<file path="config.mk">
export PLATFORM = sky130hd
export DESIGN_NAME = weighted_lottery_task_picker_flat
export DESIGN_NICKNAME = d
export VERILOG_FILES = /design/src/wltp_pkg.sv /design/src/wltp_ifs.sv /design/src/weighted_lottery_task_picker.sv /design/src/wltp_mod_stage.sv /design/src/flat_wrapper.sv
export SDC_FILE = /design/constraint.sdc
export NUM_CORES = 2
export LEC_CHECK = 0
export BUFFER_PORTS_ARGS = -buffer_cell sky130_fd_sc_hd__buf_4
export CAP_MARGIN = 20
export CORE_MARGIN = 2
export CORE_UTILIZATION = 65
export CTS_CLUSTER_DIAMETER = 200
export DETAILED_ROUTE_END_ITERATION = 8
export PLACE_DENSITY_LB_ADDON = 0.05
export REMOVE_ABC_BUFFERS = 1
export SETUP_SLACK_MARGIN = 0.2
export SKIP_LAST_GASP = 1
export SLEW_MARGIN = 20
export SYNTH_ARGS = -nofsm -noshare
export SYNTH_HDL_FRONTEND = slang
export SYNTH_HIERARCHICAL = 1
export SYNTH_SLANG_ARGS = --single-unit
</file>
<file path="constraint.sdc">
create_clock -name i_clk -period 13.15 [get_ports i_clk]
set_input_delay 1.315 -clock i_clk [delete_from_list [all_inputs] [get_ports i_clk]]
set_output_delay 1.315 -clock i_clk [all_outputs]
set_load 0.02 [all_outputs]
</file>
<file path="src/wltp_pkg.sv">
// Package for the weighted lottery task picker: sizes, register indexes and
// the payload type carried between the modulo pipeline stages. No dependencies.
`default_nettype none

package wltp_pkg;

    // Task set size and the widths that follow from it.
    localparam int MAX_TASKS = 4;
    localparam int TASK_W    = (MAX_TASKS > 1) ? $clog2(MAX_TASKS) : 1;
    localparam int NACT_W    = $clog2(MAX_TASKS + 1);
    localparam int MASK_W    = MAX_TASKS;

    // Field widths of the request, the result and the registers.
    localparam int WORD_W    = 31;
    localparam int WEIGHT_W  = 16;
    localparam int CNT_W     = 3;
    localparam int CFG_IDX_W = $clog2(MAX_TASKS + 1);
    localparam int CFG_DAT_W = WEIGHT_W;

    // Register indexes on the configuration port.
    localparam logic [CFG_IDX_W-1:0] REG_TASK_COUNT      = CFG_IDX_W'(0);
    localparam logic [CFG_IDX_W-1:0] REG_CUM_WEIGHT_BASE = CFG_IDX_W'(1);
    localparam int                   REG_CUM_WEIGHT_LAST = MAX_TASKS;

    // Restoring modulo: quotient bits retired per stage and stage count.
    localparam int DIV_STEP   = 4;
    localparam int DIV_STAGES = (WORD_W + DIV_STEP - 1) / DIV_STEP;
    localparam int DIV_W      = DIV_STAGES * DIV_STEP;

    // Payload of one modulo pipeline stage.
    typedef struct packed {
        logic [WEIGHT_W-1:0] rem;
        logic [DIV_W-1:0]    word;
        logic [MASK_W-1:0]   mask;
    } t_div_data;

endpackage

`default_nettype wire

</file>
<file path="src/wltp_ifs.sv">
// Channel interfaces of the weighted lottery task picker: request, result and
// configuration write. Depends on wltp_pkg.
`default_nettype none

interface wltp_req_if import wltp_pkg::*; ();
    logic              valid;
    logic              ready;
    logic [WORD_W-1:0] random_word;
    logic [MASK_W-1:0] ready_mask;

    modport source (output valid, random_word, ready_mask, input ready);
    modport sink   (input valid, random_word, ready_mask, output ready);
endinterface

interface wltp_rsp_if import wltp_pkg::*; ();
    logic                valid;
    logic                ready;
    logic [TASK_W-1:0]   task_index;
    logic                none_ready;
    logic [WEIGHT_W-1:0] ticket;

    modport source (output valid, task_index, none_ready, ticket, input ready);
    modport sink   (input valid, task_index, none_ready, ticket, output ready);
endinterface

interface wltp_cfg_if import wltp_pkg::*; ();
    logic                 valid;
    logic                 ready;
    logic [CFG_IDX_W-1:0] index;
    logic [CFG_DAT_W-1:0] data;

    modport source (output valid, index, data, input ready);
    modport sink   (input valid, index, data, output ready);
endinterface

`default_nettype wire

</file>
<file path="src/weighted_lottery_task_picker.sv">
// Weighted lottery task picker: one request per cycle, ten register stages.
// Path: each request passes eight modulo stages, one winner stage and one output
// stage, each registered, and waits in place under stalls.
// Throughput: one transaction per cycle; each stage stalls only when full.
// Reset (synchronous, active low) empties the pipeline and restores the
// registers to task_count 4 and cumulative weights 1, 2, 3, 4.
`default_nettype none

module weighted_lottery_task_picker import wltp_pkg::*; (
    input  wire logic   i_clk,
    input  wire logic   i_rst_n,
    wltp_req_if.sink    i_req,
    wltp_cfg_if.sink    i_cfg,
    wltp_rsp_if.source  o_rsp
);

    // Configuration registers.
    logic [CNT_W-1:0]    r_task_count;
    logic [WEIGHT_W-1:0] r_cum_weight [MAX_TASKS];
    logic [CFG_IDX_W-1:0] cfg_sel;

    assign i_cfg.ready = 1'b1;
    assign cfg_sel     = i_cfg.index - REG_CUM_WEIGHT_BASE;

    always_ff @(posedge i_clk) begin
        if (!i_rst_n) begin
            r_task_count <= CNT_W'(MAX_TASKS);
            for (int i = 0; i < MAX_TASKS; i++) begin
                r_cum_weight[i] <= WEIGHT_W'(i + 1);
            end
        end else if (i_cfg.valid) begin
            if (i_cfg.index == REG_TASK_COUNT) begin
                r_task_count <= i_cfg.data[CNT_W-1:0];
            end else if (int'(i_cfg.index) <= REG_CUM_WEIGHT_LAST) begin
                r_cum_weight[cfg_sel[TASK_W-1:0]] <= i_cfg.data;
            end
        end
    end

    // Active task count, clamped to one through MAX_TASKS, and the total weight.
    logic [NACT_W-1:0]   n_act;
    logic [TASK_W-1:0]   last_idx;
    logic [WEIGHT_W-1:0] total;

    always_comb begin
        if (r_task_count == '0) begin
            n_act = NACT_W'(1);
        end else if (int'(r_task_count) > MAX_TASKS) begin
            n_act = NACT_W'(MAX_TASKS);
        end else begin
            n_act = NACT_W'(r_task_count);
        end
    end

    assign last_idx = TASK_W'(n_act - NACT_W'(1));
    assign total    = r_cum_weight[last_idx];

    // Modulo pipeline: the random word is reduced modulo the total weight.
    logic      s_valid [DIV_STAGES+1];
    logic      s_ready [DIV_STAGES+1];
    t_div_data s_data  [DIV_STAGES+1];

    assign s_valid[0]     = i_req.valid;
    assign i_req.ready    = s_ready[0];
    assign s_data[0].rem  = '0;
    assign s_data[0].word = DIV_W'(i_req.random_word);
    assign s_data[0].mask = i_req.ready_mask;

    for (genvar g = 0; g < DIV_STAGES; g++) begin : g_mod
        wltp_mod_stage u_stage (
            .i_clk     (i_clk),
            .i_rst_n   (i_rst_n),
            .i_divisor (total),
            .i_valid   (s_valid[g]),
            .o_ready   (s_ready[g]),
            .i_data    (s_data[g]),
            .o_valid   (s_valid[g+1]),
            .i_ready   (s_ready[g+1]),
            .o_data    (s_data[g+1])
        );
    end

    // Winner stage: the first active task whose cumulative weight exceeds the ticket.
    logic                r_win_valid;
    logic [WEIGHT_W-1:0] r_win_ticket;
    logic [TASK_W-1:0]   r_win_idx;
    logic [MASK_W-1:0]   r_win_mask;
    logic [WEIGHT_W-1:0] n_win_ticket;
    logic [TASK_W-1:0]   n_win_idx;
    logic                win_ready;
    logic                out_ready;

    assign n_win_ticket = (total == '0) ? '0 : s_data[DIV_STAGES].rem;

    always_comb begin
        n_win_idx = '0;
        for (int i = MAX_TASKS - 1; i >= 0; i--) begin
            if (i < int'(n_act) && r_cum_weight[i] > n_win_ticket) begin
                n_win_idx = TASK_W'(i);
            end
        end
    end

    assign win_ready           = !r_win_valid || out_ready;
    assign s_ready[DIV_STAGES] = win_ready;

    always_ff @(posedge i_clk) begin
        if (!i_rst_n) begin
            r_win_valid <= 1'b0;
        end else if (win_ready) begin
            r_win_valid <= s_valid[DIV_STAGES];
        end
    end

    always_ff @(posedge i_clk) begin
        if (win_ready && s_valid[DIV_STAGES]) begin
            r_win_ticket <= n_win_ticket;
            r_win_idx    <= n_win_idx;
            r_win_mask   <= s_data[DIV_STAGES].mask;
        end
    end

    // Output stage: scan forward from the winner, wrapping, to the next ready task.
    logic                r_out_valid;
    logic [TASK_W-1:0]   r_out_index;
    logic                r_out_none;
    logic [WEIGHT_W-1:0] r_out_ticket;
    logic [TASK_W-1:0]   n_pick;
    logic                n_found;

    always_comb begin
        logic [NACT_W:0] t;
        n_pick  = '0;
        n_found = 1'b0;
        for (int i = MAX_TASKS - 1; i >= 0; i--) begin
            t = (NACT_W+1)'(r_win_idx) + (NACT_W+1)'(i);
            if (t >= (NACT_W+1)'(n_act)) begin
                t = t - (NACT_W+1)'(n_act);
            end
            if (i < int'(n_act) && r_win_mask[t[TASK_W-1:0]]) begin
                n_pick  = t[TASK_W-1:0];
                n_found = 1'b1;
            end
        end
    end

    assign out_ready = !r_out_valid || o_rsp.ready;

    always_ff @(posedge i_clk) begin
        if (!i_rst_n) begin
            r_out_valid <= 1'b0;
        end else if (out_ready) begin
            r_out_valid <= r_win_valid;
        end
    end

    always_ff @(posedge i_clk) begin
        if (out_ready && r_win_valid) begin
            r_out_index  <= n_found ? n_pick : '0;
            r_out_none   <= !n_found;
            r_out_ticket <= r_win_ticket;
        end
    end

    assign o_rsp.valid      = r_out_valid;
    assign o_rsp.task_index = r_out_index;
    assign o_rsp.none_ready = r_out_none;
    assign o_rsp.ticket     = r_out_ticket;

endmodule

`default_nettype wire

</file>
<file path="src/wltp_mod_stage.sv">
// One stage of the pipelined restoring modulo: retires DIV_STEP dividend bits
// per transaction and registers the partial remainder. Depends on wltp_pkg.
`default_nettype none

module wltp_mod_stage import wltp_pkg::*; (
    input  wire logic                i_clk,
    input  wire logic                i_rst_n,
    input  wire logic [WEIGHT_W-1:0] i_divisor,
    input  wire logic                i_valid,
    output logic                     o_ready,
    input  wire t_div_data           i_data,
    output logic                     o_valid,
    input  wire logic                i_ready,
    output t_div_data                o_data
);

    logic      r_valid;
    t_div_data r_data;
    t_div_data n_data;

    // Shift in one dividend bit at a time and subtract the divisor when it fits.
    always_comb begin
        logic [WEIGHT_W:0]   trial;
        logic [WEIGHT_W-1:0] rem;
        logic [DIV_W-1:0]    word;
        rem  = i_data.rem;
        word = i_data.word;
        for (int s = 0; s < DIV_STEP; s++) begin
            trial = {rem, word[DIV_W-1]};
            word  = {word[DIV_W-2:0], 1'b0};
            if (trial >= {1'b0, i_divisor}) begin
                trial = trial - {1'b0, i_divisor};
            end
            rem = trial[WEIGHT_W-1:0];
        end
        n_data.rem  = rem;
        n_data.word = word;
        n_data.mask = i_data.mask;
    end

    // The stage takes a new transaction when empty or when its content moves on.
    assign o_ready = !r_valid || i_ready;

    always_ff @(posedge i_clk) begin
        if (!i_rst_n) begin
            r_valid <= 1'b0;
        end else if (o_ready) begin
            r_valid <= i_valid;
        end
    end

    always_ff @(posedge i_clk) begin
        if (o_ready && i_valid) begin
            r_data <= n_data;
        end
    end

    assign o_valid = r_valid;
    assign o_data  = r_data;

endmodule

`default_nettype wire

</file>
<file path="src/flat_wrapper.sv">
// flat-port wrapper written by rule: the top's interface ports become plain ports
module weighted_lottery_task_picker_flat import wltp_pkg::*;
  (i_clk, i_rst_n, i_req_valid, i_req_random_word, i_req_ready_mask, i_req_ready, i_cfg_valid, i_cfg_index, i_cfg_data, i_cfg_ready, o_rsp_valid, o_rsp_task_index, o_rsp_none_ready, o_rsp_ticket, o_rsp_ready);
  wltp_req_if i_req_i ();
  wltp_cfg_if i_cfg_i ();
  wltp_rsp_if o_rsp_i ();
  input  wire logic i_clk;
  input  wire logic i_rst_n;
  input wire logic [$bits(i_req_i.valid)-1:0] i_req_valid;
  input wire logic [$bits(i_req_i.random_word)-1:0] i_req_random_word;
  input wire logic [$bits(i_req_i.ready_mask)-1:0] i_req_ready_mask;
  output wire logic [$bits(i_req_i.ready)-1:0] i_req_ready;
  input wire logic [$bits(i_cfg_i.valid)-1:0] i_cfg_valid;
  input wire logic [$bits(i_cfg_i.index)-1:0] i_cfg_index;
  input wire logic [$bits(i_cfg_i.data)-1:0] i_cfg_data;
  output wire logic [$bits(i_cfg_i.ready)-1:0] i_cfg_ready;
  output wire logic [$bits(o_rsp_i.valid)-1:0] o_rsp_valid;
  output wire logic [$bits(o_rsp_i.task_index)-1:0] o_rsp_task_index;
  output wire logic [$bits(o_rsp_i.none_ready)-1:0] o_rsp_none_ready;
  output wire logic [$bits(o_rsp_i.ticket)-1:0] o_rsp_ticket;
  input wire logic [$bits(o_rsp_i.ready)-1:0] o_rsp_ready;
  assign i_req_i.valid = i_req_valid;
  assign i_req_i.random_word = i_req_random_word;
  assign i_req_i.ready_mask = i_req_ready_mask;
  assign i_req_ready = i_req_i.ready;
  assign i_cfg_i.valid = i_cfg_valid;
  assign i_cfg_i.index = i_cfg_index;
  assign i_cfg_i.data = i_cfg_data;
  assign i_cfg_ready = i_cfg_i.ready;
  assign o_rsp_valid = o_rsp_i.valid;
  assign o_rsp_task_index = o_rsp_i.task_index;
  assign o_rsp_none_ready = o_rsp_i.none_ready;
  assign o_rsp_ticket = o_rsp_i.ticket;
  assign o_rsp_i.ready = o_rsp_ready;
  weighted_lottery_task_picker u_core (.i_clk(i_clk), .i_rst_n(i_rst_n), .i_req(i_req_i), .i_cfg(i_cfg_i), .o_rsp(o_rsp_i));
endmodule
</file>
Word level (Yosys, flattened, before mapping)
Memory sizes are Yosys's and may differ from the RTL's.
Cells that the tools add are included.
- register bits after elaboration: 326
- memories kept: 1
- logic and storage cells: 245
- bits in writable memories: 64
- output and inout bits: 22
- input bits: 59
- memories (memory ; depth ; bits a word ; rd ports ; clocked after memory_dff ; wr ports ; line ; source):
    u_core.r_cum_weight ; 4 ; 16 ; 5 ; 0 ; 4 ; weighted_lottery_task_picker.sv:19 ; logic [WEIGHT_W-1:0] r_cum_weight [MAX_TASKS];
- reductions and logical operators: 45
- add/subtract/negate cells: 41
- mux-type cells: 67
- magnitude comparators: 50
- operators with widths (cell ; count):
    $mux W16 ; 34
    $ge A17 B16 Y1 ; 31
    $sub A16 B16 Y16 ; 31
    $gt A16 B16 Y1 ; 4
    $mux W2 ; 11
    $logic_and A1 B1 Y1 ; 18
    $ge A1 B16 Y1 const A ; 1
    $logic_not A16 Y1 ; 1
    $mux W1 ; 16
    $reduce_or A16 Y1 ; 1
    $sub A1 B16 Y16 const A ; 1
    $lt A2 B3 Y1 const B ; 4
    $logic_not A1 Y1 ; 11
    $logic_or A1 B1 Y1 ; 10
    $ge A3 B3 Y1 ; 3
    $bmux W1 S2 ; 4
    $sub A2 B2 Y2 ; 4
    $add A2 B2 Y3 const B ; 2
    $logic_not A3 Y1 ; 2
    $lt A1 B3 Y1 const A ; 2
    $lt A2 B3 Y1 const A ; 2
    $mux W3 ; 2
    $sub A2 B1 Y2 const B ; 2
    $add A2 B1 Y3 const B ; 1
    5 further kinds ; 5

Longest topological paths before layout
- depth after elaboration: 13
- depth in mapped cells: 56
- depth with buffers taken out: 48

By module
The synthesis kept the hierarchy.
- modules (own cells, without submodules) (module ; cells an instance ; seq. area each (um^2) ; area an instance (um^2) ; times used):
    wltp_mod_stage (u_core.g_mod[1].u_stage ...) ; 561 ; 1461.4 ; 5333.9 ; 4
    weighted_lottery_task_picker ; 619 ; 3253.1 ; 6897.9 ; 1
    wltp_mod_stage (u_core.g_mod[7].u_stage) ; 555 ; 1461.4 ; 5524.0 ; 1
    wltp_mod_stage (u_core.g_mod[0].u_stage) ; 535 ; 1461.4 ; 5360.1 ; 1
    wltp_mod_stage (u_core.g_mod[3].u_stage) ; 567 ; 1461.4 ; 5352.6 ; 1
    wltp_mod_stage (u_core.g_mod[4].u_stage) ; 551 ; 1461.4 ; 5247.5 ; 1

Worst setup path before layout
No wires, ideal clock.
- path kind: register to register
- start: register u_core.r_task_count[0]
- end: register u_core.g_mod[0].u_stage.r_data (netlist bit u_core/g_mod[0].u_stage/o_data[42]), data pin
- data required time: 12.890 ns
- period minus slack after synthesis: 12.042 ns
- buffers on the path: 7
- arrival time: 11.781 ns
- setup slack: 1.108 ns
- setup time: 0.260 ns
- stages on the path, launching flop included: 48
- cells stage by stage: dfxtp_1 -> buf_6 -> buf_6 -> a21o_1 -> buf_2 -> mux2i_1 -> mux2i_1 -> ha_1 -> nor2b_4 -> o31a_1 -> or4_4 -> a21boi_4 -> o31ai_4 -> clkbuf_1 -> o21ai_0 -> inv_1 -> ha_1 -> nand2b_1 -> (+12 left out) -> a211o_1 -> o2111ai_1 -> nand2_1 -> o311ai_4 -> buf_6 -> mux2i_1 -> ha_1 -> nor2b_1 -> o31a_1 -> nor4_1 -> o31ai_1 -> o41ai_2 -> o311ai_0 -> a221oi_1 -> o311ai_2 -> a2bb2oi_4 -> buf_6 -> mux2_4
- RTL lines (element ; line ; source):
    start: declaration ; weighted_lottery_task_picker.sv:18 ; logic [CNT_W-1:0] r_task_count;
    start signal: assignment ; weighted_lottery_task_picker.sv:27 ; r_task_count <= CNT_W'(MAX_TASKS);
    start signal: assignment ; weighted_lottery_task_picker.sv:33 ; r_task_count <= i_cfg.data[CNT_W-1:0];
    end signal: assignment ; wltp_mod_stage.sv:54 ; r_data <= n_data;
    end: declaration ; wltp_mod_stage.sv:18 ; t_div_data r_data;

==> summary.txt <==
Global routing
  • Met3 Track Usage GR: 0.03201
  • First-pass GRT wire length: 194,200 um
  • Initial antenna violation count: 1
  • Grt peak-use layer: met2
  • Gr usage total: 0.3302
  • Vias in the first global route: 35,980
  • GRT overflow: 0
  • Met2 usage: 0.5549
  • Routing usage on met1: 0.4463
  • Largest net degree at the start of global routing: 49

Timing
  • Final Hold Fails: 0
  • Period utilisation layout: 0.9415
  • Skew final: 0.02189 ns
  • Setup violators final: 0
  • Max Transition Viols Final: 0
  • RSZ-0062 raised after global routing: false
  • Fin crit period: 12.38 ns
  • Setup TNS: 0 ns
  • Slew headroom: 0.2824
  • Fmax achieved: 80.77 MHz
  • Least-Margin Pin Slew: 1.072 ns

Clock network
  • Clk root buf: clkbuf_16
  • Clk buf depth: 3
  • H-Tree Depth: 2
  • CTS tree: yes
  • Worst skew pair latency: 0.61 ns
  • Cts bufs inserted: 46
  • Hold Buf Count CTS: 0
  • Worst-path clk slew: 0.06 ns
  • CTS sink count: 390

Finish
  • Fill count: 5,609
  • Most frequent cells in the layout: ha_1, a21oi_1, edfxtp_1
  • Synthesis-to-finish area growth: 7.208%
  • Fraction of layout cells with a size suffix above 1: 0.1349
  • Final nets: 5,738
  • Most common cell after layout, fill and taps aside: ha_1

Die
  • Core area: 70,150 sq um
  • IO Pins: 81
  • Row count: 97
  • Die area: 73,050 sq um
  • Initial Util: 0.6569
  • Die Ht: 270.3 um
  • Die X: 270.3 um

Critical path
  • Critical Path End Type: flip-flop
  • CP Launch Type: flip-flop
  • Crit path required time: 13.49 ns
  • CP max FO: 17
  • WP data arrival: 12.72 ns
  • Critical path class: flip-flop to flip-flop
  • CP dominant cell by count: ha_1
  • Biggest cell delay along the critical path: 0.54 ns
  • CP max-delay cell: o31ai_1

Place
  • Post-DP HPWL: 97,730 um
  • PortBufs: 79
  • Routability congestion estimate from global placement: 0.9789

Routing
  • Vias per cell: 6.334
  • # DRC: 0
  • Starting DRT DRC Count: 3,071
  • Post-DRT Antenna Nets: 0
  • Drt first pass iters: 6
  • Drt wl/cell: 20.56 um
  • DR vias: 38,220
  • Drt total wl: 124,100 um

Status
  • Status: finished clean

Synthesis
  • Synthesized area: 46,080 sq um
  • Synth Warn #: 6
  • Synthesized instance count: 4,919
  • Post-Syn Area per Cell: 9.369 sq um

Worst hold path
  • Worst hold path class: flip-flop to flip-flop

Job
  • Max-Cap Viols: 0
worst max-delay path: cells and delay by family (launching register included):
| kind | cells | cell delay, ns |
|---|---|---|
| simple gates | 7 | 1.97 |
| fa+ha+maj | 4 | 1.10 |
| flops | 1 | 0.46 |
| mux | 4 | 1.49 |
| compound gates | 21 | 6.05 |
| buf+inv | 5 | 1.00 |
per-layer routing:
layer | vias to the layer above | share of wire
met2 | 1203 | 0.46
met3 | 213 | 0.057
li1 | 18680 | -
met5 | - | 0
met4 | 0 | 0.035
met1 | 18120 | 0.45
cell type report:
type	count	area, sq um	share of cell area
antenna	1	2.502	0.00005065
clock buffer	54	1181	0.02391
clock inverter	30	311.5	0.006306
inverter	342	1284	0.02598
multi-input combinational	4136	32770	0.6634
sequential	390	11590	0.2345
tap	940	1176	0.02381
timing repair buffer	142	1091	0.02208
worst paths after layout:
| path | to | slack (ns) | startpoint | cells past startpoint |
|---|---|---|---|---|
| worst max-delay path | u_core/g_mod[7].u_stage/o_data[49] | 0.77 | u_core/r_task_count[0] | 41 |
| worst min register to register | u_core/g_mod[3].u_stage/o_data[24] | 0.41 | u_core/g_mod[2].u_stage/o_data[20] | 0 |
| worst max register to register | u_core/g_mod[7].u_stage/o_data[49] | 0.77 | u_core/r_task_count[0] | 41 |
| worst min-delay path | u_core/g_mod[3].u_stage/o_data[24] | 0.41 | u_core/g_mod[2].u_stage/o_data[20] | 0 |
flip-flops by register name, summed over array words and instances (netlist names):
name,count
u_core/r_win_ticket,16
u_core/r_win_valid,1
u_core/g_mod.u_stage/o_data,272
u_core/o_rsp.task_index,2
u_core/r_win_idx,2
u_core/r_win_mask,4
u_core/r_task_count,3
u_core/o_rsp.ticket,16
u_core/g_mod.u_stage/o_valid,8
u_core/r_cum_weight,64
u_core/o_rsp.none_ready,1
u_core/o_rsp.valid,1
what timing repair did:
| action | CTS | global route |
|---|---|---|
| resized for setup | 1 | 12 |
| setup endpoints to repair | 15 | 128 |
| pin swaps | 0 | 1 |
| setup buffers | 0 | 6 |
stage by stage:
stage	hold WS, ns	utilization	cell area [sq um]	setup slack [ns]	cells
finish	0.4051	0.7043	49410	0.7693	6035
global route	0.4141	0.7043	49400	0.2357	6034
CTS	0.4066	0.7026	49280	0.2962	6028
detailed placement	0.4045	0.6813	47790	0.2068	5944
global placement	0.4004	0.6813	47790	0.4449	5944
floorplan	0.4003	-	45550	0.2426	4868
Power is left out: the tool's default activity adds up to more than one toggle a clock period on the data nets, which glitch-free logic cannot reach.
